File: src/design/fem_pkg.sv
// fem_pkg: shared types, codes and helpers of the frontier edge marker
// no dependencies; used by fem_div, frontier_edge_marker, edge_marker_checker and tb

package fem_pkg;

	localparam int IDX_W = 16;
	localparam int DIM_W = 9;
	localparam int CELL_W = 8;

	localparam logic [1:0] OP_WRITE   = 2'd0;
	localparam logic [1:0] OP_EXAMINE = 2'd1;
	localparam logic [1:0] OP_READ    = 2'd2;

	localparam logic REG_WIDTH  = 1'b0;
	localparam logic REG_HEIGHT = 1'b1;

	localparam logic [CELL_W-1:0] MARK_VALUE    = 8'd10;
	localparam logic [CELL_W-1:0] UNKNOWN_VALUE = 8'hFF;
	localparam logic [CELL_W-1:0] FREE_VALUE    = 8'd0;

	localparam logic [DIM_W-1:0] DIM_MIN = 9'd3;
	localparam logic [DIM_W-1:0] DIM_MAX = 9'd256;

	typedef enum logic [2:0] {
		ST_IDLE,
		ST_WRITE,
		ST_READ,
		ST_READ_WAIT,
		ST_DIV,
		ST_SCAN,
		ST_EMIT,
		ST_NONE
	} fem_state_t;

	typedef struct packed {
		logic [IDX_W-1:0] row;
		logic [DIM_W-1:0] col;
	} div_res_t;

	function automatic logic [DIM_W-1:0] clamp_dim(input logic [DIM_W-1:0] v);
		logic [DIM_W-1:0] r;
		r = v;
		if (v < DIM_MIN) r = DIM_MIN;
		if (v > DIM_MAX) r = DIM_MAX;
		return r;
	endfunction

	// lowest set bit of the pending mark mask
	function automatic logic [2:0] first_set(input logic [7:0] m);
		logic [2:0] r;
		r = 3'd0;
		for (int i = 7; i >= 0; i--) begin
			if (m[i]) r = 3'(i);
		end
		return r;
	endfunction

	// neighbour k: below-left, below, below-right, left, right, above-left, above, above-right
	function automatic logic [IDX_W:0] nb_addr(input logic [IDX_W-1:0] idx,
			input logic [DIM_W-1:0] w, input logic [2:0] k);
		logic [IDX_W+1:0] base;
		logic [IDX_W+1:0] roff;
		logic [IDX_W+1:0] coff;
		base = {2'b00, idx};
		case (k)
			3'd0, 3'd1, 3'd2: roff = -{9'd0, w};
			3'd5, 3'd6, 3'd7: roff = {9'd0, w};
			default: roff = '0;
		endcase
		case (k)
			3'd0, 3'd3, 3'd5: coff = '1;
			3'd2, 3'd4, 3'd7: coff = 18'd1;
			default: coff = '0;
		endcase
		return 17'(base + roff + coff);
	endfunction

endpackage

File: src/design/fem_div.sv
// fem_div: radix-2 restoring divider, one quotient bit per cycle
// splits a raster index into row and column; uses fem_pkg

module fem_div
	import fem_pkg::*;
(
	input  logic             clk,
	input  logic             arst_n,
	input  logic             start,
	input  logic [IDX_W-1:0] dividend,
	input  logic [DIM_W-1:0] divisor,
	output logic             done,
	output div_res_t         res
);

	logic             busy_q;
	logic             done_q;
	logic [3:0]       cnt_q;
	logic [IDX_W-1:0] quot_q;
	logic [DIM_W-1:0] rem_q;
	logic [DIM_W-1:0] div_q;
	logic [DIM_W:0]   trial;
	logic             take;

	assign trial = {rem_q, quot_q[IDX_W-1]};
	assign take  = trial >= {1'b0, div_q};

	always_ff @(posedge clk or negedge arst_n) begin
		if (!arst_n) begin
			busy_q <= 1'b0;
			done_q <= 1'b0;
			cnt_q  <= '0;
		end else begin
			done_q <= 1'b0;
			if (start) begin
				busy_q <= 1'b1;
				cnt_q  <= '0;
			end else if (busy_q) begin
				cnt_q <= cnt_q + 4'd1;
				if (cnt_q == 4'd15) begin
					busy_q <= 1'b0;
					done_q <= 1'b1;
				end
			end
		end
	end

	always_ff @(posedge clk) begin
		if (start) begin
			quot_q <= dividend;
			rem_q  <= '0;
			div_q  <= divisor;
		end else if (busy_q) begin
			quot_q <= {quot_q[IDX_W-2:0], take};
			rem_q  <= take ? DIM_W'(trial - {1'b0, div_q}) : DIM_W'(trial);
		end
	end

	assign done    = done_q;
	assign res.row = quot_q;
	assign res.col = rem_q;

endmodule

File: config.mk
export PLATFORM = sky130hd
export DESIGN_NAME = fem_div
export DESIGN_NICKNAME = d
export VERILOG_FILES = /design/src/design/fem_pkg.sv /design/src/design/fem_div.sv
export SDC_FILE = /design/constraint.sdc
export NUM_CORES = 1
export LEC_CHECK = 0
export BUFFER_PORTS_ARGS = -buffer_cell sky130_fd_sc_hd__buf_2
export CORE_ASPECT_RATIO = 0.6
export CORE_UTILIZATION = 52
export DETAILED_ROUTE_END_ITERATION = 16
export PLACE_DENSITY = 0.76
export SYNTH_ARGS = -nofsm -noshare
export SYNTH_HDL_FRONTEND = slang
export SYNTH_SLANG_ARGS = --single-unit
File: constraint.sdc
create_clock -name clk -period 3.49 [get_ports clk]
set_clock_uncertainty 0.2 [all_clocks]
set_input_delay 0.1745 -clock clk [delete_from_list [all_inputs] [get_ports clk]]
set_output_delay 0.1745 -clock clk [all_outputs]
set_load 0.005 [all_outputs]
; ---- Yosys cells after proc, flatten, opt, wreduce, memory -nomap -nowiden
; Index checks and enable logic that the tools add are counted.
[word_totals]
register_bits = 40
in_bits = 28
out_inout_bits = 26
[op_classes]
add_sub_neg = 2
order_cmp = 1
n_eq_ne = 1
muxes = 11
n_reduce_logical = 1
[op_table]
columns = cell, count
row1 = 16-bit two-way mux, 2
row2 = 10-bit by 9-bit >= comparator with 1-bit output, 1
row3 = 9-bit two-way mux, 1
row4 = 9-bit subtractor, 1
row5 = 4-bit two-way mux, 2
row6 = 1-bit two-way mux, 6
row7 = "4-bit by 1-bit adder with 4-bit output, second input constant", 1
row8 = "4-bit == test, second input constant", 1
row9 = 2-bit nonzero test, 1

; ---- Depth between registers and ports, before layout
; Gate-level depths: netlist (run 1).
[depth]
word_depth = 4
depth_mapped = 9
mapped_depth_nobuf = 9

; ---- Least setup slack after synthesis (run 1)
; OpenSTA, ideal clock, no wires.
[synth_path]
path_kind = register to register
start = register quot_q[15]
end = register quot_q[0] (data pin)
t_arrival_ps = 2079
slack_ps = 951
path_stages_with_launch = 9
synth_period_minus_slack_ps = 2539
path_cell_list = edfxtp_1 -> inv_1 -> ha_1 -> inv_1 -> fa_1 -> a211oi_1 -> o21a_1 -> o211ai_4 -> mux2_2
[synth_via]
elab_chain_cells = 3
[synth_lines]
columns = element, line
row1 = from (decl), fem_div.sv:19  ; logic [IDX_W-1:0] quot_q;
row2 = from (signal assigned), fem_div.sv:50  ; quot_q <= dividend;
row3 = from (signal assigned), fem_div.sv:54  ; quot_q <= {quot_q[IDX_W-2:0], take};
row4 = 10-bit by 9-bit >= comparator with 1-bit output, fem_div.sv:26  ; assign take = trial >= {1'b0, div_q};
row5 = 16-bit two-way mux, fem_div.sv:53  ; end else if (busy_q) begin
row6 = 16-bit two-way mux, fem_div.sv:49  ; if (start) begin
; No other way between the ends. The select of a mux whose other input is x is not followed.
; A chain may end at the register's enable or synchronous reset.

; ---- Worst setup path in the final report (run 1)
; Same ends and word-level chain as after synthesis.

==> results of run 1 <==
==> cell families after synthesis <==
| logic type | count (synthesis) | share of synthesized area |
|---|---|---|
| and+or+nand+nor | 42 | 0.110 |
| DFF | 40 | 0.516 |
| AOI/OAI and AO/OA | 32 | 0.122 |
| muxes | 22 | 0.115 |
| buffers and inverters | 21 | 0.0383 |
| adders and majority gates | 11 | 0.0693 |
| xor gates and xnor gates | 7 | 0.0293 |
==> layout by cell type, fill, tap and decap left out, types with 2 or more instances in the layout <==
cell type,synthesis,layout
a211oi_1,5,5
a21o_1,3,3
a21oi_1,7,7
a311oi_1,4,4
buf_2,1,53
clkbuf_8,0,5
clkinv_2,0,2
dfrtp_1,6,6
dfxtp_1,9,9
dlygate4sd3_1,0,26
edfxtp_1,25,25
ha_1,10,10
inv_1,14,14
mux2_2,16,16
mux2i_1,6,6
nand2_1,10,10
nand2b_1,3,3
nand3_1,4,4
nor2_1,14,14
o211a_1,2,2
o211ai_1,4,4
xnor2_1,3,3
xor2_1,4,4
==> layout make-up <==
cell class | count | area share
repair buffers | 80 | 0.194
well taps | 47 | 0.0214
multi-input cells | 114 | 0.340
flip-flops and latches | 40 | 0.394
inverters | 14 | 0.0191
clock buffers | 5 | 0.0251
clock inverters | 3 | 0.00684
==> where the power goes <==
part,internal [W],leakage (nW),switching (W),total [W]
Sequential,0.000570,0.409,0.0000489,0.000619
Combinational,0.000238,0.757,0.000256,0.000494
Clock,0.000139,0.0479,0.000166,0.000305
Total,0.000948,1.21,0.000470,0.00142
==> sequential cells by signal, summed over array words and instances, names as in the netlist <==
register	count
quot_q	16
rem_q	9
done	1
div_q	9
busy_q	1
cnt_q	4
==> worst max-delay path by stage <==
stage | startpoint | end | slack [ps] | cells past startpoint
global placement | quot_q[15]$_DFFE_PP_ | quot_q[0]$_DFFE_PP_ | 790 | 8
finish | quot_q[15]$_DFFE_PP_ | quot_q[0]$_DFFE_PP_ | 650 | 8
floorplan | quot_q[15]$_DFFE_PP_ | quot_q[0]$_DFFE_PP_ | 950 | 8
CTS | quot_q[15]$_DFFE_PP_ | quot_q[0]$_DFFE_PP_ | 710 | 8
global route | quot_q[15]$_DFFE_PP_ | rem_q[8]$_SDFFE_PP0P_ | 490 | 9
detailed placement | quot_q[15]$_DFFE_PP_ | quot_q[0]$_DFFE_PP_ | 710 | 8
==> metal layers <==
| layer | share of wire | wire [um] | GRT usage |
|---|---|---|---|
| met1 | 0.50 | 2240 | 0.313 |
| met2 | 0.44 | 2010 | 0.332 |
| met3 | 0.051 | 230 | 0.0679 |
| met4 | 0.0073 | 33 | 0.0776 |
| met5 | 0 | 0 | 0 |
==> stage by stage <==
stage / hold WS, ps / instances / utilization
after global placement: -194 / 269 / 0.637
after floorplan: -321 / 175 / -
after CTS: 23.5 / 303 / 0.729
after global routing: 43.4 / 303 / 0.729
final: 41.2 / 303 / 0.729
after detailed placement: -194 / 269 / 0.637
==> flow_summary.json, run 1 <==
{
  "status": "complete, no violations",
  "cp_cell_sequence": "inv_1 > ha_1 > inv_1 > fa_1 > a211oi_1 > o21a_1 > o211ai_4 > mux2_2",
  "reg2reg_depth": 8,
  "synth_nets": 214,
  "period_share": 0.814,
  "synth_common_cells": "25 x edfxtp_1, 16 x mux2_2, 14 x inv_1, 14 x nor2_1",
  "cp.arrival_ps": 2690,
  "die_x_um": 83.9,
  "synthCells": 175,
  "slew_headroom": 0.444,
  "antennaDiodeCount": 0,
  "finalInstanceArea_sq_um": 2750,
  "slew_violations": 0,
  "post_cts_buffers": 0,
  "wl_mm": 4.52,
  "clock_latency_ps": 300,
  "ant_nets": 0,
  "r2r_setup_slack_ps": 650,
  "start_util": 0.556,
  "h-tree-depth": 2,
  "synthTopCellsByArea": "edfxtp_1 36%, dfxtp_1 8.6%, mux2_2 8.6%",
  "row_count": 17,
  "drc": 0,
  "rsz0062_at_grt": "false",
  "finalSetupTns_ps": 0,
  "worst_setup_path_end_kind": "flop",
  "post-route-min-period_ps": 2840,
  "synth-edff-count": 25,
  "die_h_um": 51.1,
  "r2r-start": "quot_q[15]$_DFFE_PP_",
  "crit_type": "flop to flop",
  "maxCapViolCount": 0,
  "cts_buffers": 5,
  "vias": 1629,
  "synth.most_common_cell": "edfxtp_1",
  "cts_tree": "done",
  "areaGrowthSynthToFinish_pct": 31.1,
  "r2r-end": "quot_q[0]$_DFFE_PP_",
  "cp_max_fo": 9,
  "ctsResizeCount": 0,
  "tightest_slew_ps": 833,
  "ys_seq_area_frac": 0.516,
  "netlist.area_leader.share": 0.359,
  "power.density_nw_per_um2": 517,
  "clock_sinks": 40,
  "synth_area_sq_um": 2090,
  "hpwl_mm": 2.85,
  "clock.fmax_ghz": 0.352,
  "synth_ff_type": "edfxtp_1",
  "cp.buffers_inverters": 2,
  "ys_ff_latch": 40,
  "cts-root-buf": "clkbuf_8",
  "multi_input_area_sq_um": 932,
  "first_iter_violations": 112,
  "wire_per_inst_um": 14.9,
  "cp_common_cell": "inv_1",
  "setup_slack_ps": 650,
  "grt_max_degree": 42,
  "place_area_sq_um": 2400,
  "critPathRequiredTime_ps": 3340,
  "fin_nets": 294,
  "hold_class": "primary input to asynchronous set/reset pin",
  "grt_antenna_before_repair": 0,
  "cts_hold_buf": 26,
  "postSynth.asyncResetShare": 0.150,
  "grt_overflow": 0,
  "yosysTopAreaCell": "edfxtp_1",
  "first_pass_iters": 4,
  "syn_area_per_cell_sq_um": 12.0,
  "die_area_sq_um": 4290,
  "max_stage_delay_ps": 450,
  "peakVddDrop_uv": 348,
  "finalHoldViolations": 0,
  "critPathTopFamily": "compound AO/OA/AOI/OAI gates",
  "cp_slowest_cell": "a211oi_1",
  "core_area_sq_um": 3760,
  "gp_congestion": 0.790,
  "clkSlewWorstSetupHoldPaths_ps": 80,
  "fillers": 248,
  "regArea_sq_um": 1080,
  "drive_above_1_share": 0.324,
  "portBuffers": 53,
  "start_kind": "flop",
  "post-place-ws_ps": 709,
  "report.power.total_w": 0.00142,
  "setup_viol": 0,
  "cts_buffer_depth": 2,
  "grt_usage": 0.224,
  "grt_pass1_vias": 1452,
  "leakagePower_nw": 1.21,
  "io_pins": 54,
  "avgViaCountPerCell": 5.38,
  "synth_cell_type_count": 41,
  "yosysWarnings": 0,
  "grt_pass1_wl_mm": 7.06
}
Note: power is estimated with default switching activity, not from simulation.
==> inputs of run 2 (changes only) <==
==> constraint.sdc (replaced) <==
create_clock -name clk -period 2.7 [get_ports clk]
set_clock_uncertainty 0.2 [all_clocks]
set_input_delay 0.135 -clock clk [delete_from_list [all_inputs] [get_ports clk]]
set_output_delay 0.135 -clock clk [all_outputs]
set_load 0.005 [all_outputs]
==> run 2 against run 1 <==
Non-clock buffer count rose by 5. Die area did not move. Sequential share of layout area down 0.64 points. Power is 31% higher.
==> flow_summary.json, run 2 (synthesis gave the netlist of run 1 again) <==
{
  "row_count": 17,
  "die_area_sq_um": 4290,
  "wire_per_inst_um": 15.2,
  "r2r-start": "quot_q[15]$_DFFE_PP_",
  "cts_buffer_depth": 2,
  "cts_tree": "done",
  "clock_power_share": 0.214,
  "portBuffers": 53,
  "startpoint": "quot_q[15]$_DFFE_PP_",
  "first_pass_iters": 4,
  "p_seq_frac": 0.429,
  "largest_register": "quot_q",
  "clock_sinks": 40,
  "worst_setup_path_end_kind": "flop",
  "grt_pass1_vias": 1513,
  "die_h_um": 51.1,
  "layout_common_cells": "53 x buf_2, 27 x dlygate4sd3_1, 25 x edfxtp_1",
  "switching_share": 0.331,
  "setup_viol": 0,
  "finalHoldViolations": 0,
  "avgViaCountPerCell": 5.27,
  "rsz0062_at_grt": "false",
  "reg2reg_depth": 8,
  "start_kind": "flop",
  "cts-root-buf": "clkbuf_8",
  "hold_class": "primary input to flop",
  "period_share": 0.918,
  "drc": 0,
  "post-place-ws_ps": 90.1,
  "p_comb_frac": 0.357,
  "final_common_cell": "buf_2",
  "io_pins": 54,
  "drive_above_1_share": 0.337,
  "grt_max_degree": 24,
  "grt_usage": 0.239,
  "grt_overflow": 0,
  "setup_slack_ps": 221,
  "clkSlewWorstSetupHoldPaths_ps": 80,
  "grt_antenna_before_repair": 0,
  "finalSetupTns_ps": 0,
  "areaGrowthSynthToFinish_pct": 33.3,
  "switchingPower_w": 0.000617,
  "cp_max_fo": 9,
  "ant_nets": 0,
  "critPathRequiredTime_ps": 2550,
  "die_x_um": 83.9,
  "status": "complete, no violations",
  "maxCapViolCount": 0,
  "cts_buffers": 5,
  "post-route-min-period_ps": 2480,
  "clock_latency_ps": 290,
  "gp_congestion": 0.846,
  "r2r-end": "quot_q[0]$_DFFE_PP_",
  "hpwl_mm": 3.05,
  "wl_mm": 4.67,
  "h-tree-depth": 2,
  "reg_top3": "quot_q x16, div_q x9, rem_q x9",
  "peakVddDrop_uv": 423,
  "tightest_slew_ps": 408,
  "largest_reg_flops": 16,
  "slew_violations": 0,
  "intPower_w": 0.00125,
  "cp.arrival_ps": 2330,
  "crit_type": "flop to flop",
  "leakagePower_nw": 1.23,
  "start_util": 0.556,
  "core_area_sq_um": 3760,
  "first_iter_violations": 67,
  "power.density_nw_per_um2": 668,
  "grt_pass1_wl_mm": 7.51,
  "vias": 1622,
  "slew_headroom": 0.726,
  "antennaDiodeCount": 0,
  "r2r_setup_slack_ps": 220,
  "clock.fmax_ghz": 0.403,
  "worstSetupEndpoint": "quot_q[0]$_DFFE_PP_",
  "fin_nets": 299
}
==> run 2: cell count changes in the layout (fill, tap and decap cells not counted), sizes merged <==
cell and change:
buf +4, clkinv -2, clkbuf +1, clkinvlp +1
dlygate4sd3 +1
==> run 2: per-layer routing <==
| layer | up-vias | routed length, um | global-route usage |
|---|---|---|---|
| li1 | 814 | - | - |
| met1 | 743 | 2300 | 0.339 |
| met2 | 61 | 2040 | 0.355 |
| met3 | 4 | 275 | 0.0614 |
| met4 | 0 | 49 | 0.0862 |
| met5 | - | 0 | 0 |
==> run 2: final cells by class <==
type	count	area, sq um
clock buffers	6	72.6
flip-flops and latches	40	1080
inverters	14	52.6
fillers	252	975
clock inverters	2	12.5
multi-input cells	114	940
repair buffers	85	573
well taps	47	58.8
==> run 2: worst min-delay path by stage <==
stage | from | endpoint | slack, ps | depth (start not counted)
finish | start | cnt_q[3]$_DFFE_PN0P_ | 20 | 2
global route | start | cnt_q[2]$_DFFE_PN0P_ | 40 | 2
CTS | start | cnt_q[2]$_DFFE_PN0P_ | 30 | 2
detailed placement | arst_n | cnt_q[0]$_DFFE_PN0P_ | -230 | 1
global placement | arst_n | cnt_q[1]$_DFFE_PN0P_ | -230 | 1
floorplan | arst_n | busy_q$_DFF_PN0_ | -360 | 0
==> run 2: what timing repair did <==
action / 4_1_cts / 5_1_grt
buffers inserted: 0 / 0
hold buffers: 27 / 0
endpoints found under the hold margin: 31 / 0
endpoints found under the setup margin: 0 / 10
gates resized for setup: 0 / 2
==> run 2: worst max-delay path, stage by stage (launching register included) <==
cell      delay (ps)
edfxtp_1         410
inv_1             70
ha_1             160
inv_1             60
fa_2             370
a211oi_2         240
o21a_1           230
o211ai_4         180
mux2_2           310
==> run 2: per-stage QoR <==
stage | cell area, sq um | util | std cells | total power (W) | hold WS (ps)
2_1_floorplan | 2090 | - | 175 | 0.00123 | -361
3_3_place_gp | 2430 | 0.645 | 273 | 0.00142 | -235
3_5_place_dp | 2430 | 0.645 | 273 | 0.00143 | -235
4_1_cts | 2780 | 0.739 | 308 | 0.00185 | 30.7
5_1_grt | 2790 | 0.741 | 308 | 0.00197 | 39.2
6_report | 2790 | 0.741 | 308 | 0.00186 | 21.8
==> run 2: power groups by stage <==
stage | combinational, W | clock [W] | sequential [W]
after detailed placement | 0.000617 | 0 | 0.000813
after floorplan | 0.000426 | 0 | 0.000807
final | 0.000664 | 0.000399 | 0.000799
after CTS | 0.000650 | 0.000400 | 0.000800
after global placement | 0.000607 | 0 | 0.000810
after global routing | 0.000723 | 0.000433 | 0.000810
==> inputs of run 3 (changes only) <==
--- a/config.mk
+++ b/config.mk
@@ -7,6 +7,7 @@
 export LEC_CHECK = 0
 export BUFFER_PORTS_ARGS = -buffer_cell sky130_fd_sc_hd__buf_2
 export CORE_ASPECT_RATIO = 0.6
+export CORE_MARGIN = 4
 export CORE_UTILIZATION = 52
 export DETAILED_ROUTE_END_ITERATION = 16
 export PLACE_DENSITY = 0.76
==> run 3 against run 2 <==
First-iteration DRC count up 52%. Critical endpoint unchanged. Power barely moved. Highest routed layer unchanged. Core utilization shrank 0.067 points. Count of clock-buffer cells in the layout is the same. Largest cell class unchanged. Die area grew 20%.
==> flow_summary.json, run 3 (synthesis gave the netlist of run 1 again) <==
{
  "cp.arrival_ps": 2360,
  "areaGrowthSynthToFinish_pct": 33.2,
  "power.density_nw_per_um2": 668,
  "slew_violations": 0,
  "h-tree-depth": 2,
  "tightest_slew_ps": 545,
  "grt_max_degree": 27,
  "io_pins": 54,
  "wire_per_inst_um": 15.9,
  "finalHoldViolations": 0,
  "period_share": 0.931,
  "core_area_sq_um": 3760,
  "die_h_um": 57.1,
  "start_kind": "flop",
  "post-route-min-period_ps": 2510,
  "fin_nets": 298,
  "start_util": 0.556,
  "die_area_sq_um": 5140,
  "grt_overflow": 0,
  "post_cts_buffers": 0,
  "die_x_um": 89.9,
  "clock.fmax_ghz": 0.398,
  "fillers": 267,
  "drc": 0,
  "largest_reg_flops": 16,
  "largest_register": "quot_q",
  "antennaDiodeCount": 0,
  "worst_setup_path_end_kind": "flop",
  "place_inst": 272,
  "report.power.total_w": 0.00186,
  "setup_viol": 0,
  "cts-root-buf": "clkbuf_8",
  "grt_antenna_before_repair": 0,
  "grt_usage": 0.202,
  "cp_max_fo": 9,
  "cts_buffers": 5,
  "avgViaCountPerCell": 5.41,
  "finalInstanceArea_sq_um": 2790,
  "portBuffers": 53,
  "peakVddDrop_uv": 525,
  "clock_sinks": 40,
  "clkSlewWorstSetupHoldPaths_ps": 80,
  "ant_nets": 0,
  "grt_pass1_wl_mm": 8.05,
  "place_area_sq_um": 2420,
  "row_count": 17,
  "hpwl_mm": 3.25,
  "status": "complete, no violations",
  "cts_buffer_depth": 2,
  "vias": 1661,
  "hold_class": "primary input to flop",
  "instances_no_fill": 307,
  "first_iter_violations": 102,
  "maxCapViolCount": 0,
  "layout_common_cells": "53 x buf_2, 27 x dlygate4sd3_1, 25 x edfxtp_1",
  "critPathRequiredTime_ps": 2550,
  "rsz0062_at_grt": "false",
  "leakagePower_nw": 1.22,
  "gp_congestion": 0.866,
  "grt_pass1_vias": 1633,
  "crit_type": "flop to flop",
  "first_pass_iters": 4,
  "reg_top3": "quot_q x16, div_q x9, rem_q x9",
  "drive_above_1_share": 0.335,
  "final_common_cell": "buf_2",
  "wl_mm": 4.89,
  "cts_tree": "done",
  "finalSetupTns_ps": 0,
  "clock_latency_ps": 290,
  "slew_headroom": 0.636
}
==> run 3: cell types whose count changed in the layout (fill, tap and decap cells not counted) <==
cell	delta
buf_4	-1
clkinv_1	+1
clkinv_2	-1
fa_1	+1
fa_2	-1
o211a_1	-1
o211a_4	+1
o21a_1	-1
o21a_2	+1
==> run 3: area by class of cell <==
type	count	area (sq um)	area share
tap	47	58.8	0.0211
timing repair buffer	84	566	0.203
multi-input combinational	114	946	0.339
sequential	40	1080	0.388
inverter	14	52.6	0.0189
clock inverter	2	11.3	0.00404
clock buffer	6	72.6	0.0260
==> run 3: worst max-delay path: stages, from the launching register on <==
cell,delay (ps)
edfxtp_1,420
inv_1,80
ha_1,150
inv_1,50
fa_1,420
a211oi_2,250
o21a_2,230
o211ai_4,170
mux2_2,310
==> run 3: power breakdown <==
group,leakage [nW],switching [W],internal [W]
Clock,0.0388,0.000205,0.000179
Sequential,0.409,0.0000632,0.000737
Combinational,0.776,0.000343,0.000335
==> run 3: per-layer routing <==
layer  GRT usage  wire [um]
met1       0.287       2330
met2       0.307       2190
met3      0.0567        298
met4      0.0566         70
met5           0          0
==> run 3: repair_timing <==
action / CTS / global route
gates resized for setup: 0 / 3
hold buffers: 27 / 0
hold endpoints to repair: 31 / 0
setup endpoints to repair: 0 / 10
==> run 3: metrics by stage <==
stage               hold slack [ps]  utilization  setup slack (ps)
finish                          162        0.740               185
global route                    162        0.740              10.3
CTS                             147        0.737              37.5
detailed placement             -231        0.643              67.9
global placement               -232        0.643               208
floorplan                      -361            -               161
==> run 3: worst paths after layout <==
| kind | startpoint | endpoint | slack, ps | depth (start not counted) |
|---|---|---|---|---|
| hold / removal | start | div_q[8]$_DFFE_PP_ | 160 | 1 |
| max in group asynchronous | arst_n | cnt_q[0]$_DFFE_PN0P_ | 1480 | 3 |
| min in group asynchronous | arst_n | done$_DFF_PN0_ | 600 | 3 |
| setup reg to reg | quot_q[15]$_DFFE_PP_ | quot_q[0]$_DFFE_PP_ | 190 | 8 |
| hold reg to reg | rem_q[2]$_SDFFE_PP0P_ | rem_q[2]$_SDFFE_PP0P_ | 310 | 2 |
| setup / recovery | quot_q[15]$_DFFE_PP_ | quot_q[0]$_DFFE_PP_ | 190 | 8 |
